`src/rtl/agc_pkg.sv`:
```
// Package for the AGAST 5_8 corner test: shared types, register codes and
// the two decision trees as functions. No dependencies.
package agc_pkg;

    localparam int unsigned NUM_LANES = 8;
    localparam int unsigned PIX_W     = 8;

    // Register indexes on the configuration port (taken from paddr[2]).
    localparam logic REG_THRESHOLD  = 1'b0;
    localparam logic REG_MASK_LIMIT = 1'b1;

    localparam logic [PIX_W-1:0] THRESHOLD_RESET  = 8'd10;
    localparam logic [PIX_W-1:0] MASK_LIMIT_RESET = 8'd20;

    // Tree result codes: bit 1 is the corner flag, bit 0 the next mode.
    localparam logic [1:0] RES_H  = 2'b00;
    localparam logic [1:0] RES_S  = 2'b01;
    localparam logic [1:0] RES_CH = 2'b10;
    localparam logic [1:0] RES_CS = 2'b11;

    localparam logic MODE_HOMOGENEOUS = 1'b0;

    typedef struct packed {
        logic [NUM_LANES-1:0] bright;
        logic [NUM_LANES-1:0] dark;
    } agc_class_t;

    typedef struct packed {
        logic corner;
        logic mode;
    } agc_result_t;

    function automatic logic [1:0] tail_test(input logic [7:0] m);
        if (!(m[3] && m[5])) return RES_H;
        if (m[2]) begin
            if (m[1]) return m[4] ? RES_CH : RES_H;
            if (m[4]) return m[6] ? RES_CH : RES_H;
            return RES_H;
        end
        if (m[7]) return (m[4] && m[6]) ? RES_CH : RES_H;
        return RES_H;
    endfunction

    function automatic logic [1:0] tree_homogeneous(input logic [7:0] b, input logic [7:0] d);
        if (b[0]) begin
            if (b[2]) begin
                if (b[3]) begin
                    if (b[5]) begin
                        if (b[1]) return (b[4] || b[7]) ? RES_CS : RES_H;
                        if (b[4]) return b[6] ? RES_CS : RES_H;
                        return RES_H;
                    end
                    if (b[1]) return (b[4] || b[7]) ? RES_CH : RES_H;
                    return RES_H;
                end
                if (b[7]) begin
                    if (!b[6]) return RES_H;
                    if (b[5]) return (b[1] || b[4]) ? RES_CS : RES_H;
                    return b[1] ? RES_CH : RES_H;
                end
                if (d[5] && d[3] && d[7] && d[4]) return d[6] ? RES_CS : RES_S;
                return RES_H;
            end
            if (b[5]) begin
                if (b[7] && b[6]) return (b[1] || b[4]) ? RES_CH : RES_H;
                return RES_H;
            end
            if (d[5]) begin
                if (!d[3]) return RES_H;
                if (d[2]) begin
                    if (d[1]) return d[4] ? RES_CS : RES_H;
                    if (d[4]) return d[6] ? RES_CS : RES_H;
                    return RES_H;
                end
                if (d[7] && d[4]) return d[6] ? RES_CS : RES_H;
                return RES_H;
            end
            return RES_H;
        end
        if (d[0]) begin
            if (d[2]) begin
                if (b[7]) begin
                    if (d[3]) begin
                        if (d[5]) begin
                            if (d[1]) return d[4] ? RES_CS : RES_S;
                            if (d[4]) return d[6] ? RES_CS : RES_S;
                            return RES_H;
                        end
                        if (d[1]) return d[4] ? RES_CS : RES_H;
                        return RES_H;
                    end
                    if (b[5] && b[3] && b[4]) return b[6] ? RES_CS : RES_S;
                    return RES_H;
                end
                if (d[7]) begin
                    if (d[3]) begin
                        if (d[5]) begin
                            if (d[1]) return RES_CS;
                            if (d[4]) return d[6] ? RES_CS : RES_S;
                            return RES_H;
                        end
                        return d[1] ? RES_CH : RES_H;
                    end
                    if (d[6]) begin
                        if (d[5]) return (d[1] || d[4]) ? RES_CS : RES_H;
                        return d[1] ? RES_CH : RES_H;
                    end
                    return RES_H;
                end
                if (d[3]) begin
                    if (d[5]) begin
                        if (d[1]) return d[4] ? RES_CS : RES_H;
                        if (d[4]) return d[6] ? RES_CS : RES_H;
                        return RES_H;
                    end
                    if (d[1]) return d[4] ? RES_CH : RES_H;
                    return RES_H;
                end
                return RES_H;
            end
            if (b[5]) begin
                if (!b[3]) return RES_H;
                if (b[2]) begin
                    if (b[1]) return b[4] ? RES_CS : RES_H;
                    if (b[4]) return b[6] ? RES_CS : RES_H;
                    return RES_H;
                end
                if (b[7] && b[4]) return b[6] ? RES_CS : RES_H;
                return RES_H;
            end
            if (d[5]) begin
                if (d[7] && d[6]) return (d[1] || d[4]) ? RES_CH : RES_H;
                return RES_H;
            end
            return RES_H;
        end
        if (b[3]) return tail_test(b);
        if (d[3]) return tail_test(d);
        return RES_H;
    endfunction

    function automatic logic [1:0] tree_structured(input logic [7:0] b, input logic [7:0] d);
        if (b[0]) begin
            if (b[2]) begin
                if (b[3]) begin
                    if (b[5]) begin
                        if (b[7]) begin
                            if (b[1]) return RES_CS;
                            if (b[4]) return b[6] ? RES_CS : RES_S;
                            return RES_S;
                        end
                        if (b[1]) return b[4] ? RES_CS : RES_S;
                        if (b[4]) return b[6] ? RES_CS : RES_S;
                        return RES_S;
                    end
                    if (b[7]) return b[1] ? RES_CS : RES_S;
                    if (b[1]) return b[4] ? RES_CS : RES_S;
                    return RES_S;
                end
                if (b[7]) begin
                    if (!b[6]) return RES_S;
                    if (b[5]) return (b[1] || b[4]) ? RES_CS : RES_S;
                    return b[1] ? RES_CS : RES_S;
                end
                if (d[5]) begin
                    if (!(d[3] && d[7])) return RES_H;
                    if (d[4]) return d[6] ? RES_CS : RES_S;
                    return RES_S;
                end
                return RES_S;
            end
            if (b[5]) begin
                if (b[7] && b[6]) return (b[1] || b[4]) ? RES_CS : RES_S;
                return RES_S;
            end
            if (d[5]) begin
                if (!d[3]) return RES_S;
                if (d[2]) begin
                    if (d[1]) return d[4] ? RES_CS : RES_S;
                    if (d[4]) return d[6] ? RES_CS : RES_S;
                    return RES_S;
                end
                if (d[7] && d[4]) return d[6] ? RES_CH : RES_H;
                return RES_H;
            end
            return RES_H;
        end
        if (d[0]) begin
            if (d[2]) begin
                if (b[7]) begin
                    if (d[3]) begin
                        if (d[5]) begin
                            if (d[1]) return d[4] ? RES_CS : RES_S;
                            if (d[4]) return d[6] ? RES_CS : RES_S;
                            return RES_S;
                        end
                        if (d[1]) return d[4] ? RES_CS : RES_S;
                        return RES_S;
                    end
                    if (b[5]) begin
                        if (!b[3]) return RES_H;
                        if (b[4]) return b[6] ? RES_CS : RES_S;
                        return RES_S;
                    end
                    return RES_S;
                end
                if (d[7]) begin
                    if (d[3]) begin
                        if (d[5]) begin
                            if (d[1]) return RES_CS;
                            if (d[4]) return d[6] ? RES_CS : RES_S;
                            return RES_S;
                        end
                        return d[1] ? RES_CS : RES_S;
                    end
                    if (d[6]) begin
                        if (d[5]) return (d[1] || d[4]) ? RES_CS : RES_S;
                        return d[1] ? RES_CS : RES_S;
                    end
                    return RES_S;
                end
                if (d[3]) begin
                    if (d[5]) begin
                        if (d[1]) return d[4] ? RES_CH : RES_H;
                        if (d[4]) return d[6] ? RES_CH : RES_H;
                        return RES_H;
                    end
                    if (d[1]) return d[4] ? RES_CH : RES_H;
                    return RES_H;
                end
                return RES_H;
            end
            if (b[5]) begin
                if (!b[3]) return RES_S;
                if (b[2]) begin
                    if (b[1]) return b[4] ? RES_CS : RES_S;
                    if (b[4]) return b[6] ? RES_CS : RES_S;
                    return RES_S;
                end
                if (b[7] && b[4]) return b[6] ? RES_CH : RES_H;
                return RES_H;
            end
            if (d[5]) begin
                if (d[7] && d[6]) return (d[1] || d[4]) ? RES_CS : RES_S;
                return RES_S;
            end
            return RES_H;
        end
        if (b[3]) return tail_test(b);
        if (d[3]) return tail_test(d);
        return RES_H;
    endfunction

endpackage

```
`src/rtl/agc_merge.sv`:
```
// Merging stage: combines the lane classes through the tree picked by the
// current mode, and applies the mask skip. Depends on agc_pkg.
module agc_merge
    import agc_pkg::*;
(
    input  agc_class_t  classes,
    input  logic        mode,
    input  logic        skip,
    output agc_result_t result
);

    logic [1:0] homog_code;
    logic [1:0] struct_code;
    logic [1:0] code;

    assign homog_code  = tree_homogeneous(classes.bright, classes.dark);
    assign struct_code = tree_structured(classes.bright, classes.dark);

    always_comb
    begin
        if (skip)
        begin
            code = RES_H;
        end
        else if (mode == MODE_HOMOGENEOUS)
        begin
            code = homog_code;
        end
        else
        begin
            code = struct_code;
        end
    end

    assign result.corner = code[1];
    assign result.mode   = code[0];

endmodule

```
`config.mk`:
```
export PLATFORM = sky130hd
export DESIGN_NAME = agc_merge
export DESIGN_NICKNAME = d
export VERILOG_FILES = /design/src/rtl/agc_pkg.sv /design/src/rtl/agc_merge.sv
export SDC_FILE = /design/constraint.sdc
export NUM_CORES = 1
export LEC_CHECK = 0
export ABC_CLOCK_PERIOD_IN_PS = 1350
export BUFFER_PORTS_ARGS = -buffer_cell sky130_fd_sc_hd__buf_2
export CAP_MARGIN = 20
export CELL_PAD_IN_SITES_DETAIL_PLACEMENT = 0
export CELL_PAD_IN_SITES_GLOBAL_PLACEMENT = 1
export CORE_UTILIZATION = 32
export DETAILED_ROUTE_END_ITERATION = 10
export PLACE_DENSITY_LB_ADDON = 0.1
export SLEW_MARGIN = 25
export SYNTH_ARGS = -nofsm -noshare
export SYNTH_HDL_FRONTEND = slang
export SYNTH_SLANG_ARGS = --single-unit
export TNS_END_PERCENT = 10
```
`constraint.sdc`:
```
create_clock -name vclk -period 1.35
set_input_delay 0.135 -clock vclk [all_inputs]
set_output_delay 0.135 -clock vclk [all_outputs]
set_load 0.01 [all_outputs]
```
### After elaboration in Yosys (flattened, before gate mapping)

Cells that the tools add are included.

| operators by class | value |
|---|---|
| muxes and demuxes | 751 |
| reductions and logical operators | 15 |

Operator list:

| kind | count |
|---|---|
| $mux 2 | 383 |
| $mux 1 | 368 |
| $logic_and 1x1->1 | 12 |
| $logic_or 1x1->1 | 3 |

| word-level totals | value |
|---|---|
| register bits | 0 |
| input port bits | 18 |
| output and inout bits | 2 |
| logic and storage cells | 766 |

### Depth between registers and ports, before layout

Gate-level depths: netlist of run 1.

| depth | value |
|---|---|
| depth in word-level cells | 195 |
| gate-level depth with buffers | 6 |
| depth with buffers taken out | 5 |

### Worst setup path before layout of run 1

Ideal clock, no wire load.

| path | value |
|---|---|
| kind | input to output |
| from | input port classes[13] in the netlist's numbering |
| to | output port result[1] in the netlist's numbering |
| arrival time | 1.162 ns |
| data required time | 1.215 ns |
| slack | 0.053 ns |
| cell stages on the path | 6 |
| path buffers | 1 |
| cells stage by stage | buf_2 -> nand3_1 -> o21ai_0 -> a211o_1 -> o311ai_0 -> a211oi_1 |

RTL lines:

| item | RTL line | text |
|---|---|---|
| start, declared | agc_merge.sv:6 | `input agc_class_t classes,` |
| end, declared | agc_merge.sv:9 | `output agc_result_t result` |

==> results.sh, run 1 <==
export IMPL_ant_nets=0
export IMPL_max_freq_mhz=703
export IMPL_rsz0062_at_grt="true"
export IMPL_fin_crit_sh=1.05
export IMPL_netlist_top_cells_area="o21ai_0, nand2_1, o211ai_1, a21oi_1, a211oi_1"
export IMPL_drt_iter0_markers=5
export IMPL_initial_core_util=0.360
export IMPL_num_rows=12
export IMPL_grt_pass1_wl_mm=2.47
export IMPL_setup_slack_ns=-0.0731
export IMPL_worst_slew_pin_slew_ns=0.353
export IMPL_finalSetupViolCount=2
export IMPL_synth_top_area_share=0.0961
export IMPL_antenna_found_initial=0
export IMPL_crit_required_ns=1.22
export IMPL_grt_overflow=0
export IMPL_n_antenna_cell=0
export IMPL_violations="setup timing"
export IMPL_synth_nets=86
export IMPL_ir_worst_vdd_v=0.000163
export IMPL_routedWlPerCell_um=13.8
export IMPL_p_leak_nw=0.304
export IMPL_fp_dieW_um=38.1
export IMPL_finalCriticalPeriod_ns=1.42
export IMPL_hold_ws_ns=0.528
export IMPL_routed_wl_mm=1.59
export IMPL_drc_errors=0
export IMPL_whs_path_depth=3
export IMPL_dp_cells=115
export IMPL_nets=121
export IMPL_grt_pass1_vias=584
export IMPL_power_per_cell_area_nw_per_um2=298
export IMPL_place_area_um2=639
export IMPL_clockBufferCount=0
export IMPL_grt_usage=0.232
export IMPL_min_from="skip"
export IMPL_yosysTopAreaCell="o21ai_0"
export IMPL_fin_cells=115
export IMPL_synthDistinctLibCells=27
export IMPL_die_area_um2=1450
export IMPL_netlist_instances=68
export IMPL_layout_area_seq_um2=0
export IMPL_synth_area_um2=417
export IMPL_holdPathEnd="result[1]"
export IMPL_die_height_um=38.1
export IMPL_fin_setup_tns_ns=-0.121
export IMPL_worstPathArrival_ns=1.29
export IMPL_vias=655
export IMPL_yosysSeqAreaShare=0
export IMPL_hold_violations=0
export IMPL_critPathCaptureType="output pin"
export IMPL_postSynthAreaPerCell_um2=6.13
export IMPL_design_core_area_um2=1160
export IMPL_worst_setup_path_start_kind="input pin"
export IMPL_port_buffers=20
export IMPL_drive_gt1_frac=0.505
export IMPL_cap_violations=0
export IMPL_seq_cell_count=0
export IMPL_power_w=0.000226
export IMPL_final_area_um2=757
export IMPL_nFillCells=118
export IMPL_drv_slew=0
export IMPL_cp_max_fo=5
export IMPL_via_per_inst=5.70
export IMPL_multi_input_area_um2=482
export IMPL_place_gp_congestion=0.801
export IMPL_io_pin_count=20
export IMPL_relSlewSlack=0.759
export IMPL_dr_pass1_iters=4
export IMPL_synth_warnings=0
export IMPL_status="finished with violations"
export IMPL_dp_final_hpwl_mm=1.22
export IMPL_grt_max_degree=13
export IMPL_hold_path_class="input pin to output pin"
export IMPL_area_growth_pct=81.7
export IMPL_worst_setup_path_type="input pin to output pin"
[how the worst max path moves through the flow]
stage | from | to | cells past startpoint
detailed placement | classes[6] | result[1] | 7
floorplan | classes[13] | result[1] | 6
global placement | classes[6] | result[1] | 7
finish | classes[1] | result[0] | 7
CTS | classes[4] | result[0] | 7
global route | classes[15] | result[0] | 6
[layout make-up]
| class | count | area share |
|---|---|---|
| Timing Repair Buffer | 36 | 0.321 |
| Multi-Input combinational cell | 61 | 0.636 |
| Inverter | 4 | 0.0198 |
| Tap cell | 14 | 0.0231 |
[where the power goes]
part / switching [W] / internal (W)
clock network: 0 / 0
logic: 0.000118 / 0.000108
registers: 0 / 0
total: 0.000118 / 0.000108
[cells by family after synthesis]
family          count (synthesis)  synth area share
simple gates                   23             0.282
buf+inv                         7            0.0721
compound gates                 38             0.646
[per-layer routing]
layer  up-vias  wire length, µm  track usage
met5         -                0            0
met4         0                0            0
met3         0               27            0
met2        10              804        0.436
met1       301              753        0.309
li1        344                -            -
[Yosys cell counts]
cell type	number
a211oi_1	3
o311a_1	2
buf_2	3
nand2_1	10
nand3_1	1
a221oi_1	1
o211ai_1	4
a21oi_1	5
o2111ai_1	1
nand4bb_1	1
o31ai_1	1
a31oi_1	1
a2111oi_0	2
nor4_1	2
or3_1	1
a211o_1	1
o311ai_0	2
inv_1	4
o22ai_1	1
a21bo_2	1
o221ai_1	2
nor3_1	1
o21ai_0	8
nand3_2	1
o21a_1	3
nand2b_1	3
nor2_1	3
[metrics by stage]
step,worst slack [ns],util
2_1_floorplan,0.0533,-
3_3_place_gp,-0.247,0.553
3_5_place_dp,-0.272,0.553
4_1_cts,-0.0704,0.615
5_1_grt,-0.121,0.655
6_report,-0.0731,0.655
[critical path: stages]
cell,delay (ns)
buf_4,0.14
o21a_1,0.20
a31oi_4,0.19
o31ai_1,0.09
o311a_1,0.13
o311a_1,0.28
buf_2,0.14
[cells in the final DEF (no fill, tap or decap), types with 2 or more instances in the layout]
cell type | synthesis | routed
buf_4 | 0 | 20
nand2b_1 | 3 | 3
nor2_1 | 3 | 3
buf_2 | 3 | 14
a21oi_1 | 5 | 3
o311a_1 | 2 | 2
a21oi_2 | 0 | 2
o211ai_1 | 4 | 4
inv_1 | 4 | 4
o21a_1 | 3 | 3
nor4_1 | 2 | 2
o21ai_0 | 8 | 3
a211oi_1 | 3 | 3
o21ai_1 | 0 | 3
nand2_1 | 10 | 9
buf_6 | 0 | 2
[what timing repair did]
| action | CTS | global route |
|---|---|---|
| pin swaps | 2 | 4 |
| endpoints found under the setup margin | 2 | 2 |
| hold buffers | 0 | 0 |
| hold endpoints to repair | 0 | 0 |
| buffers inserted | 0 | 0 |
| gates resized for setup | 20 | 13 |
No activity file was read; power rests on OpenSTA's default activity.
==> run 2, diff against run 1 <==
==> constraint.sdc (replaced) <==
create_clock -name vclk -period 1.35
set_input_delay 0.0675 -clock vclk [all_inputs]
set_output_delay 0.0675 -clock vclk [all_outputs]
set_load 0.01 [all_outputs]
==> results.sh, run 2 (same netlist as run 1, synthesis figures left out) <==
export IMPL_power_switching_w=0.000106
export IMPL_finalSetupViolCount=0
export IMPL_power_per_cell_area_nw_per_um2=296
export IMPL_dr_pass1_iters=4
export IMPL_worst_setup_path_type="input pin to output pin"
export IMPL_hold_violations=0
export IMPL_worst_path_largest_cell_delay_ns=0.32
export IMPL_ctsHoldBuffers=0
export IMPL_place_area_um2=557
export IMPL_p_int_w=0.0000774
export IMPL_num_rows=12
export IMPL_port_buffers=20
export IMPL_nets=110
export IMPL_grt_pass1_vias=503
export IMPL_place_gp_congestion=0.833
export IMPL_crit_required_ns=1.28
export IMPL_fin_util=0.536
export IMPL_cap_violations=0
export IMPL_fin_crit_sh=0.997
export IMPL_grt_overflow=0
export IMPL_p_leak_nw=0.235
export IMPL_finalCriticalPeriod_ns=1.35
export IMPL_worstPathArrival_ns=1.28
export IMPL_grt_pass1_wl_mm=2.29
export IMPL_switching_share=0.578
export IMPL_initial_core_util=0.360
export IMPL_final_area_um2=619
export IMPL_rsz0062_at_grt="true"
export IMPL_drive_gt1_frac=0.389
export IMPL_n_antenna_cell=0
export IMPL_critical_path_cell_chain="buf_2 > a21oi_2 > o221ai_1 > o211ai_1 > a21oi_1 > o311a_1 > buf_2"
export IMPL_routed_wl_mm=1.51
export IMPL_setup_slack_ns=0.00361
export IMPL_vias=653
export IMPL_drc_errors=0
export IMPL_relSlewSlack=0.718
export IMPL_clockBufferCount=0
export IMPL_routedWlPerCell_um=14.5
export IMPL_postCtsSetupBuffers=0
export IMPL_status="finished clean"
export IMPL_via_per_inst=6.28
export IMPL_max_freq_mhz=743
export IMPL_critPathMostFrequentCell="buf_2"
export IMPL_design_core_area_um2=1160
export IMPL_final_common_cell="buf_2"
export IMPL_layout_area_seq_um2=0
export IMPL_antenna_found_initial=0
export IMPL_dp_final_hpwl_mm=1.12
export IMPL_crit_buf_inv=2
export IMPL_io_pin_count=20
export IMPL_grt_usage=0.214
export IMPL_seq_cell_count=0
export IMPL_die_area_um2=1450
export IMPL_ir_worst_vdd_v=0.000153
export IMPL_p_comb_frac=1.000
export IMPL_ant_nets=0
export IMPL_min_from="skip"
export IMPL_fp_dieW_um=38.1
export IMPL_drv_slew=0
export IMPL_worst_setup_path_start_kind="input pin"
export IMPL_critPathCaptureType="output pin"
export IMPL_crit_start="classes[4]"
export IMPL_worst_path_dominant_cell_family="compound AO/OA/AOI/OAI gates"
export IMPL_die_height_um=38.1
export IMPL_grt_max_degree=14
export IMPL_cp_max_fo=7
export IMPL_final_cell_mix="buf_2, nand2_1, o21ai_0, buf_4"
export IMPL_power_share_clock=0
export IMPL_crit_slowest_cell="o311a_1"
export IMPL_worst_slew_pin_slew_ns=0.413
export IMPL_place_ws_ns=-0.0289
export IMPL_drt_iter0_markers=12
export IMPL_area_growth_pct=48.6
export IMPL_hold_path_class="input pin to output pin"
export IMPL_seqPwrFrac=0
run 2: final cells by class:
cell class / instances / area (µm²)
repair buffers: 25 / 138
fillers: 130 / 537
multi-input cells: 61 / 449
inverters: 4 / 15.0
well taps: 14 / 17.5
run 2: path summary, 6_finish.rpt:
check | slack (ns) | to | depth (start not counted)
max | 0.004 | result[0] | 7
min | 0.40 | result[1] | 3
run 2: repair_timing:
item,CTS,global route
endpoints found under the setup margin,2,2
hold endpoints to repair,0,0
gates resized for setup,3,13
pin swaps,0,4
run 2: tightest hold or removal path, delay by kind of cell:
kind,cells,cell delay (ns)
buffers and inverters,2,0.23
AOI/OAI and AO/OA,1,0.04
run 2: power by group through the flow:
stage	Sequential, W	Combinational (W)	Clock, W
2_1_floorplan	0	0.0000796	0
3_3_place_gp	0	0.000158	0
3_5_place_dp	0	0.000157	0
4_1_cts	0	0.000159	0
5_1_grt	0	0.000201	0
6_report	0	0.000183	0
run 2: per-stage QoR:
stage	hold WS (ns)	setup TNS (ns)	std cells	total power, W
finish	0.404	0	104	0.000183
global route	0.413	-0.0741	104	0.000201
CTS	0.394	0	104	0.000159
detailed placement	0.392	-0.0530	104	0.000157
global placement	0.393	-0.0150	104	0.000158
floorplan	0.185	0	68	0.0000796
run 2: per-layer routing:
layer,share of wire,track usage
met1,0.44,0.316
met2,0.50,0.364
met3,0.050,0
met4,0.0053,0
met5,0,0
